## config.mk

```make
export PLATFORM = sky130hd
export DESIGN_NAME = positional_list_engine_top
export DESIGN_NICKNAME = d
export VERILOG_FILES = /design/src/design/ple_pkg.sv /design/src/design/ple_ctrl.sv /design/src/design/ple_datapath.sv /design/src/design/positional_list_engine_top.sv
export SDC_FILE = /design/constraint.sdc
export NUM_CORES = 2
export LEC_CHECK = 0
export BUFFER_PORTS_ARGS = -buffer_cell sky130_fd_sc_hd__buf_2
export CAP_MARGIN = 10
export CORE_ASPECT_RATIO = 1.5
export CORE_MARGIN = 8
export CORE_UTILIZATION = 35
export CTS_BUF_LIST = sky130_fd_sc_hd__clkbuf_8
export DETAILED_ROUTE_END_ITERATION = 6
export PLACE_DENSITY = 0.54
export SLEW_MARGIN = 10
export SYNTH_ARGS = -nofsm -noshare
export SYNTH_HDL_FRONTEND = slang
export SYNTH_HIERARCHICAL = 1
export SYNTH_SLANG_ARGS = --single-unit
export TNS_END_PERCENT = 5
```

## constraint.sdc

```tcl
create_clock -name i_clk -period 4.8 [get_ports i_clk]
set_clock_uncertainty 0.2 [all_clocks]
set_input_delay 0.24 -clock i_clk [delete_from_list [all_inputs] [get_ports i_clk]]
set_output_delay 0.24 -clock i_clk [all_outputs]
set_load 0.01 [all_outputs]
```

## src/design/ple_pkg.sv

```systemverilog
package ple_pkg;

    // Fixed field widths of the item channels.
    localparam int VALUE_W  = 32;
    localparam int OP_W     = 3;
    localparam int POS_W    = 5;
    localparam int STATUS_W = 3;
    localparam int TOTAL_W  = 5;

    typedef logic signed [VALUE_W-1:0] t_value;

    // Opcodes carried by an input item.
    localparam logic [OP_W-1:0] OP_APPEND = 3'd0;
    localparam logic [OP_W-1:0] OP_INSERT = 3'd1;
    localparam logic [OP_W-1:0] OP_REMOVE = 3'd2;
    localparam logic [OP_W-1:0] OP_DUMP   = 3'd3;
    localparam logic [OP_W-1:0] OP_CLEAR  = 3'd4;

    // Status codes carried by a result item.
    localparam logic [STATUS_W-1:0] ST_DONE    = 3'd0;
    localparam logic [STATUS_W-1:0] ST_REJECT  = 3'd1;
    localparam logic [STATUS_W-1:0] ST_FULL    = 3'd2;
    localparam logic [STATUS_W-1:0] ST_ELEMENT = 3'd3;
    localparam logic [STATUS_W-1:0] ST_EMPTY   = 3'd4;

    typedef struct packed {
        logic [OP_W-1:0]  opcode;
        t_value           value;
        logic [POS_W-1:0] position;
    } t_in_item;

    typedef struct packed {
        logic [STATUS_W-1:0] status;
        t_value              value_out;
        logic [TOTAL_W-1:0]  entry_total;
        logic                last;
    } t_out_item;

    // Commands from the controller to the datapath.
    typedef struct packed {
        logic exec;
        logic dump_step;
    } t_pl_cmd;

    // Status from the datapath to the controller.
    typedef struct packed {
        logic out_free;
        logic count_zero;
        logic dump_last;
    } t_pl_status;

endpackage

```

## src/design/ple_ctrl.sv

```systemverilog
module ple_ctrl (
    input  logic                         i_clk,
    input  logic                         i_rst_n,
    input  logic                         i_in_valid,
    input  logic [ple_pkg::OP_W-1:0]     i_opcode,
    input  ple_pkg::t_pl_status          i_status,
    output logic                         o_in_stall,
    output ple_pkg::t_pl_cmd             o_cmd
);

    localparam logic S_IDLE = 1'b0;
    localparam logic S_DUMP = 1'b1;

    logic r_state;
    logic n_state;

    // Commands: execute an item in idle, emit one element per free output slot in dump.
    always_comb begin
        o_cmd.exec      = 1'b0;
        o_cmd.dump_step = 1'b0;
        o_in_stall      = 1'b1;
        n_state         = r_state;
        unique case (r_state)
            S_IDLE: begin
                o_in_stall = !i_status.out_free;
                if (i_in_valid && i_status.out_free) begin
                    o_cmd.exec = 1'b1;
                    if (i_opcode == ple_pkg::OP_DUMP && !i_status.count_zero) begin
                        n_state = S_DUMP;
                    end
                end
            end
            S_DUMP: begin
                if (i_status.out_free) begin
                    o_cmd.dump_step = 1'b1;
                    if (i_status.dump_last) begin
                        n_state = S_IDLE;
                    end
                end
            end
            default: begin
                n_state = S_IDLE;
            end
        endcase
    end

    // State register.
    always_ff @(posedge i_clk) begin
        if (!i_rst_n) begin
            r_state <= S_IDLE;
        end else begin
            r_state <= n_state;
        end
    end

endmodule

```

## src/design/ple_datapath.sv

```systemverilog
module ple_datapath #(
    parameter int CAPACITY = 16
) (
    input  logic                 i_clk,
    input  logic                 i_rst_n,
    input  ple_pkg::t_in_item    i_in_item,
    input  ple_pkg::t_pl_cmd     i_cmd,
    input  logic                 i_out_stall,
    output ple_pkg::t_pl_status  o_status,
    output logic                 o_out_valid,
    output ple_pkg::t_out_item   o_out_item
);

    localparam int CW   = $clog2(CAPACITY + 1);
    localparam int IW   = $clog2(CAPACITY);
    localparam int CMPW = (CW > ple_pkg::POS_W) ? CW : ple_pkg::POS_W;

    ple_pkg::t_value r_cell [CAPACITY];
    ple_pkg::t_value n_cell [CAPACITY];
    ple_pkg::t_value w_above [CAPACITY];
    ple_pkg::t_value w_below [CAPACITY];

    logic [CW-1:0]   r_count;
    logic [CW-1:0]   n_count;
    logic [IW-1:0]   r_idx;
    logic            r_out_valid;
    ple_pkg::t_out_item r_out_item;
    ple_pkg::t_out_item w_load_item;
    logic            w_load;

    logic [CMPW-1:0] w_count_ext;
    logic [CMPW-1:0] w_pos_ext;
    logic [CMPW-1:0] w_next_count_ext;
    logic            w_full;
    logic            w_app_we;
    logic            w_ins_we;
    logic            w_rem_we;
    logic            w_rot;
    logic            w_dump_last;

    assign w_count_ext = CMPW'(r_count);
    assign w_pos_ext   = CMPW'(i_in_item.position);
    assign w_full      = (r_count == CW'(CAPACITY));
    assign w_rot       = i_cmd.dump_step;
    assign w_dump_last = ((CMPW'(r_idx) + CMPW'(1)) == w_count_ext);

    // Decode of an executed item or a dump step: list update and at most one result.
    always_comb begin
        w_app_we    = 1'b0;
        w_ins_we    = 1'b0;
        w_rem_we    = 1'b0;
        w_load      = 1'b0;
        n_count     = r_count;
        w_load_item.status      = ple_pkg::ST_DONE;
        w_load_item.value_out   = '0;
        w_load_item.last        = 1'b1;
        if (i_cmd.exec) begin
            w_load = 1'b1;
            unique case (i_in_item.opcode)
                ple_pkg::OP_APPEND: begin
                    if (w_full) begin
                        w_load_item.status = ple_pkg::ST_FULL;
                    end else begin
                        w_app_we = 1'b1;
                        n_count  = CW'(r_count + 1'b1);
                    end
                end
                ple_pkg::OP_INSERT: begin
                    if (r_count == '0 || w_pos_ext > w_count_ext) begin
                        w_load_item.status = ple_pkg::ST_REJECT;
                    end else if (w_full) begin
                        w_load_item.status = ple_pkg::ST_FULL;
                    end else begin
                        w_ins_we = 1'b1;
                        n_count  = CW'(r_count + 1'b1);
                    end
                end
                ple_pkg::OP_REMOVE: begin
                    if (w_pos_ext >= w_count_ext) begin
                        w_load_item.status = ple_pkg::ST_REJECT;
                    end else begin
                        w_rem_we = 1'b1;
                        n_count  = CW'(r_count - 1'b1);
                    end
                end
                ple_pkg::OP_DUMP: begin
                    // A non-empty list is emitted by the dump steps instead.
                    if (r_count == '0) begin
                        w_load_item.status = ple_pkg::ST_EMPTY;
                    end else begin
                        w_load = 1'b0;
                    end
                end
                ple_pkg::OP_CLEAR: begin
                    n_count = '0;
                end
                default: begin
                end
            endcase
        end else if (i_cmd.dump_step) begin
            w_load = 1'b1;
            w_load_item.status    = ple_pkg::ST_ELEMENT;
            w_load_item.value_out = r_cell[0];
            w_load_item.last      = w_dump_last;
        end
        // The total always reports the count after the operation.
        w_next_count_ext        = CMPW'(n_count);
        w_load_item.entry_total = w_next_count_ext[ple_pkg::TOTAL_W-1:0];
    end

    // Cell row: each cell picks from its neighbors, the input value or cell 0.
    // A dump rotates the first count cells down by one, so after count steps
    // the list is back in place.
    genvar gi;
    generate
        for (gi = 0; gi < CAPACITY; gi++) begin : g_cell
            localparam logic [CMPW-1:0] K  = CMPW'(gi);
            localparam logic [CMPW-1:0] K1 = CMPW'(gi + 1);

            if (gi < CAPACITY - 1) begin : g_up
                assign w_above[gi] = r_cell[gi + 1];
            end else begin : g_top
                assign w_above[gi] = r_cell[gi];
            end

            if (gi > 0) begin : g_dn
                assign w_below[gi] = r_cell[gi - 1];
            end else begin : g_bot
                assign w_below[gi] = r_cell[gi];
            end

            always_comb begin
                n_cell[gi] = r_cell[gi];
                if (w_ins_we) begin
                    if (K > w_pos_ext) begin
                        n_cell[gi] = w_below[gi];
                    end else if (K == w_pos_ext) begin
                        n_cell[gi] = i_in_item.value;
                    end
                end
                if (w_app_we && K == w_count_ext) begin
                    n_cell[gi] = i_in_item.value;
                end
                if (w_rem_we && K >= w_pos_ext) begin
                    n_cell[gi] = w_above[gi];
                end
                if (w_rot) begin
                    if (K1 == w_count_ext) begin
                        n_cell[gi] = r_cell[0];
                    end else if (K1 < w_count_ext) begin
                        n_cell[gi] = w_above[gi];
                    end
                end
            end
        end
    endgenerate

    // Cell storage holds no reset value; only cells below the count are read.
    always_ff @(posedge i_clk) begin
        for (int k = 0; k < CAPACITY; k++) begin
            r_cell[k] <= n_cell[k];
        end
    end

    // Count and dump index.
    always_ff @(posedge i_clk) begin
        if (!i_rst_n) begin
            r_count <= '0;
            r_idx   <= '0;
        end else begin
            r_count <= n_count;
            if (i_cmd.exec) begin
                r_idx <= '0;
            end else if (i_cmd.dump_step) begin
                r_idx <= IW'(r_idx + 1'b1);
            end
        end
    end

    // Output register: one result waits here while the next is prepared.
    always_ff @(posedge i_clk) begin
        if (!i_rst_n) begin
            r_out_valid <= 1'b0;
        end else if (w_load) begin
            r_out_valid <= 1'b1;
        end else if (!i_out_stall) begin
            r_out_valid <= 1'b0;
        end
    end

    always_ff @(posedge i_clk) begin
        if (w_load) begin
            r_out_item <= w_load_item;
        end
    end

    assign o_out_valid         = r_out_valid;
    assign o_out_item          = r_out_item;
    assign o_status.out_free   = !r_out_valid || !i_out_stall;
    assign o_status.count_zero = (r_count == '0);
    assign o_status.dump_last  = w_dump_last;

    // The list never holds more entries than the capacity.
    a_count_bound: assert property (@(posedge i_clk) disable iff (!i_rst_n)
        r_count <= CW'(CAPACITY))
        else $error("entry count above capacity");

    // The controller never executes an item and steps a dump together.
    a_cmd_excl: assert property (@(posedge i_clk) disable iff (!i_rst_n)
        !(i_cmd.exec && i_cmd.dump_step))
        else $error("execute and dump step together");

    // A dump step only reads entries that are in the list.
    a_dump_idx: assert property (@(posedge i_clk) disable iff (!i_rst_n)
        i_cmd.dump_step |-> (CMPW'(r_idx) < w_count_ext))
        else $error("dump index past the count");

    // A dump step always leaves a result in the output register.
    a_dump_out: assert property (@(posedge i_clk) disable iff (!i_rst_n)
        i_cmd.dump_step |=> r_out_valid)
        else $error("dump element lost");

endmodule

```

## src/design/positional_list_engine_top.sv

```systemverilog
// Positional list engine: an ordered list of up to CAPACITY signed 32-bit
// entries held in a row of registers that shift in parallel. Append, insert,
// remove, clear and unknown opcodes each give a single registered result
// item, so such items can be accepted every cycle while the output keeps
// up. A dump of N entries gives N result items, one per cycle while the
// output is free, as the list rotates its first entry out; a dump of an
// empty list gives one item with the empty status. Input stalls during a
// dump and can be accepted again once the state is back in idle after the
// last element. A single output register separates the two sides, so a
// stall on the output holds the engine without losing any item. No memory
// clearing is needed after reset; the list starts empty.
module positional_list_engine_top #(
    parameter int CAPACITY = 16
) (
    input  logic                i_clk,
    input  logic                i_rst_n,
    input  logic                i_in_valid,
    input  ple_pkg::t_in_item   i_in_item,
    output logic                o_in_stall,
    output logic                o_out_valid,
    output ple_pkg::t_out_item  o_out_item,
    input  logic                i_out_stall
);

    ple_pkg::t_pl_cmd    w_cmd;
    ple_pkg::t_pl_status w_status;

    // Sequencing of items and dump steps.
    ple_ctrl u_ctrl (
        .i_clk      (i_clk),
        .i_rst_n    (i_rst_n),
        .i_in_valid (i_in_valid),
        .i_opcode   (i_in_item.opcode),
        .i_status   (w_status),
        .o_in_stall (o_in_stall),
        .o_cmd      (w_cmd)
    );

    // List cells, count and output register.
    ple_datapath #(
        .CAPACITY (CAPACITY)
    ) u_datapath (
        .i_clk       (i_clk),
        .i_rst_n     (i_rst_n),
        .i_in_item   (i_in_item),
        .i_cmd       (w_cmd),
        .i_out_stall (i_out_stall),
        .o_status    (w_status),
        .o_out_valid (o_out_valid),
        .o_out_item  (o_out_item)
    );

endmodule
```

==> impl_summary.txt <==
----------------------------------------------------
[Outcome]
  Outcome ... finished clean

[Synth]
  Post-synthesis net count ... roughly 5700
  Post-synthesis cell area ... around 43000 µm²
  Number of instances in the synthesized netlist ... ~5600
  FFs w/ async S/R, synth ... 0%
  Cell type contributing the most total cell area after synthesis ... sky130_fd_sc_hd__dfxtp_1
  Unique masters post-synth ... just over 100
  Synthesized area per cell ... approximately 7.6 µm²
  Area contributors post-synth ... sky130_fd_sc_hd__dfxtp_1, sky130_fd_sc_hd__a22o_1, sky130_fd_sc_hd__edfxtp_1, sky130_fd_sc_hd__o21ai_0, sky130_fd_sc_hd__a22oi_1
  Dominant synthesized flop cell ... sky130_fd_sc_hd__dfxtp_1
  Post-synth EDFFs ... ~110
  Yosys Warn Count ... 6
  Seq cells post-synth ... 564
  Share of synthesized area occupied by flip-flops and latches ... roughly 29%
  Share of the synthesized area in the top cell type ... 21.5%

[Die]
  CORE AREA ... roughly 120000 µm²
  Die height ... approximately 440 µm
  Floorplan row count ... roughly 160
  Overall die area ... 134000 µm²
  Top-level port count ... slightly below 90
  Initial cell density of the core ... between 30% and 40%
  Overall die width ... between 300 and 400 µm

[Setup path]
  Data arrival time of the critical path ... between 4 and 5 ns
  Kind of launch point of the worst setup path ... register
  Critical path required time ... about 5.3 ns
  Critical path capture point type ... register
  Register-to-register setup slack ... 0.33 ns
  Maximum fanout along the worst path ... 13
  Kind of critical path ... register to register

[Power]
  Power, Total ... approximately 13000 µW
  Static power due to leakage ... between 0.015 and 0.02 µW
  P per Cell Area ... 286 nW/µm²
  Maximum resistive drop on vdd ... approximately 0.00028 V

[Placed design]
  Gpl congestion ... ~1.0
  Detailed placement HPWL ... 163000 µm
  Port buffer count ... 86
  Total placed instance area ... 44500 µm²

[Drt]
  Total Wirelength ... 257000 µm
  Routed length per placed instance ... approximately 37 µm
  Vias per inst ... approximately 7.6
  Number of vias after detailed routing ... roughly 53000
  Number of violations reported at the end of detailed-routing iteration 0 ... roughly 8400
  Antenna-violating nets left ... 0
  Number of design rule violations left after detail routing ... 0
  Number of search-and-repair iterations in the first detailed-routing pass ... 7

[Clocking]
  Total number of H-tree levels ... 3
  Maximum root-to-sink buffer count ... 3
  Sinks on Clock Net ... roughly 560
  Hold buffer count at CTS ... 45
  Number of buffers added by the clock tree synthesis step ... 98
  Buffer type at the clock tree root ... sky130_fd_sc_hd__clkbuf_8
  Post-CTS clock slew at the launch and capture registers of the worst setup and hold paths ... around 0.07 ns
  Post-CTS Setup Repair Bufs ... 0
  CTS tree ... done
  Clk_lat worst skew ... 0.87 ns
  Resized cells post-CTS ... 0

[Global route]
  Congestion Overflow GR ... 0
  Overall routing resource usage ... between 30% and 40%
  Vias in the first global route ... 49100
  Initial antenna violation count ... 19
  Wire length of the first global-routing pass ... roughly 360000 µm
  Largest net degree at the start of global routing ... 105

[Finish]
  Layout cells sized above 1 ... approximately 11%
  Net count of the finished layout ... approximately 5400
  Area added between synthesis and finish ... 9.87%
  Most common library cell in the layout ignoring fill and taps ... sky130_fd_sc_hd__o21ai_0
  Post-Layout Inst Area ... between 40000 and 50000 µm²
  Most frequent cells in the layout ... sky130_fd_sc_hd__o21ai_0, sky130_fd_sc_hd__nand2_1, sky130_fd_sc_hd__dfxtp_1, sky130_fd_sc_hd__a22oi_1, sky130_fd_sc_hd__a22o_1

[Timing]
  Time the worst path needs with I/O delays and setup ... 4.47 ns
  Setup repair after global routing missed its margin ... no
  Share of the clock period used by the worst path ... between 90% and 100%
  Fmax achieved ... between 200 and 250 MHz
  Max-slew headroom ... between 10% and 20%
  Max Slew Vio Count ... 0
  Setup violators final ... 0
  Actual slew at the worst max-slew pin ... around 1.3 ns
  Summed negative setup slack over all endpoints ... 0 ns
  Endpoints failing hold ... 0

[Min path]
  Worst hold path type ... input pin to register

[Job]
  Maximum capacitance violations ... 0

----------------------------------------------------
## per-layer routing
| metal | wire length (µm) | track usage (%) | part of all wire (%) |
|---|---|---|---|
| met1 | 86600 | 41.1 | 34 |
| met2 | 115000 | 56.6 | 45 |
| met3 | 27000 | 8.68 | 11 |
| met4 | 28400 | 32.1 | 11 |
| met5 | 13 | 0 | 0.0051 |
## layout make-up
type	count	area, µm²
antenna	19	47.5
clock buffer	123	1690
clock inverter	54	294
fill	12500	74600
inverter	33	131
multi-input combinational	4237	27600
sequential	564	12300
tap	1590	1990
timing repair buffer	379	2870
## cell families after synthesis
kind of cell	synth area share, %
XOR/XNOR	0.184
flip-flops	28.9
adder cells (fa/ha/maj)	0.322
multiplexers	1.22
AO/OA/AOI/OAI	48.3
buffers and inverters	7.46
AND/OR/NAND/NOR	13.7
## cells in the mapped netlist, drive strengths merged, types with 8 or more instances
cell and n:
a31o 24, a211oi 21, a32o 21, or3 12, nand4 21, buf 171
o22a 22, a222oi 8, nand2b 15, ha 11, o31ai 43, mux2i 51
nand3 160, a32oi 36, a21o 14, clkbuf 590, o221ai 123, o21ai 617
or2 8, o2bb2ai 35, edfxtp 105, a311o 18, nand2 535, dfxtp 459
a22oi 365, and3 48, a221oi 201, a22o 363, nor3 70, nor4 18
a21boi 62, and2 17, o22ai 242, a2bb2oi 57, a211o 26, a221o 58
a31oi 108, a41oi 34, nor2 323, and4 24, inv 30, a21oi 238
o211ai 107, o31a 8
## critical path: stages, from the launching register on
cell	delay [ns]
sky130_fd_sc_hd__dfxtp_1	0.31
sky130_fd_sc_hd__nand2_1	0.14
sky130_fd_sc_hd__nand2b_1	0.10
sky130_fd_sc_hd__nor2_1	0.11
sky130_fd_sc_hd__dlygate4sd3_1	0.57
sky130_fd_sc_hd__buf_4	0.17
sky130_fd_sc_hd__nand2b_1	0.16
sky130_fd_sc_hd__or3b_2	0.79
sky130_fd_sc_hd__buf_4	0.34
sky130_fd_sc_hd__o31ai_2	0.92
sky130_fd_sc_hd__o221ai_1	0.32
sky130_fd_sc_hd__o211ai_1	0.17
## path summary, 6_finish.rpt
check	endpoint	startpoint	cells past startpoint
worst max-delay path	u_datapath/r_cell[1][224]	u_datapath/o_out_valid	11
worst max register to register	u_datapath/r_cell[1][224]	u_datapath/o_out_valid	11
worst min-delay path	u_datapath/r_cell[0][233]	i_in_item[2]	6
worst min register to register	u_datapath/r_cell[1][206]	u_datapath/r_cell[1][238]	2
## per-stage QoR
step	cells	setup slack [ns]	utilization (%)	hold slack, ns
floorplan	5595	1.30	-	0.162
global placement	6754	0.832	36.5	0.294
detailed placement	6756	0.740	36.6	0.305
CTS	6978	0.358	38.6	0.0334
global route	6982	0.242	38.6	0.0858
finish	6999	0.327	38.6	0.100
## sequential cells by signal (all words and copies together), names as in the netlist
register / cells
u_datapath/r_count: 5
u_datapath/o_out_valid: 1
u_ctrl/r_state: 1
u_datapath/r_cell: 512
u_datapath/r_idx: 4
u_datapath/o_out_item: 41
## power by group
group,switching (µW),total (µW),internal (µW)
logic,2240,2830,593
clock network,2390,4800,2410
registers,703,5830,5120
total,5330,13500,8130
(Power assumes the default switching activity.)
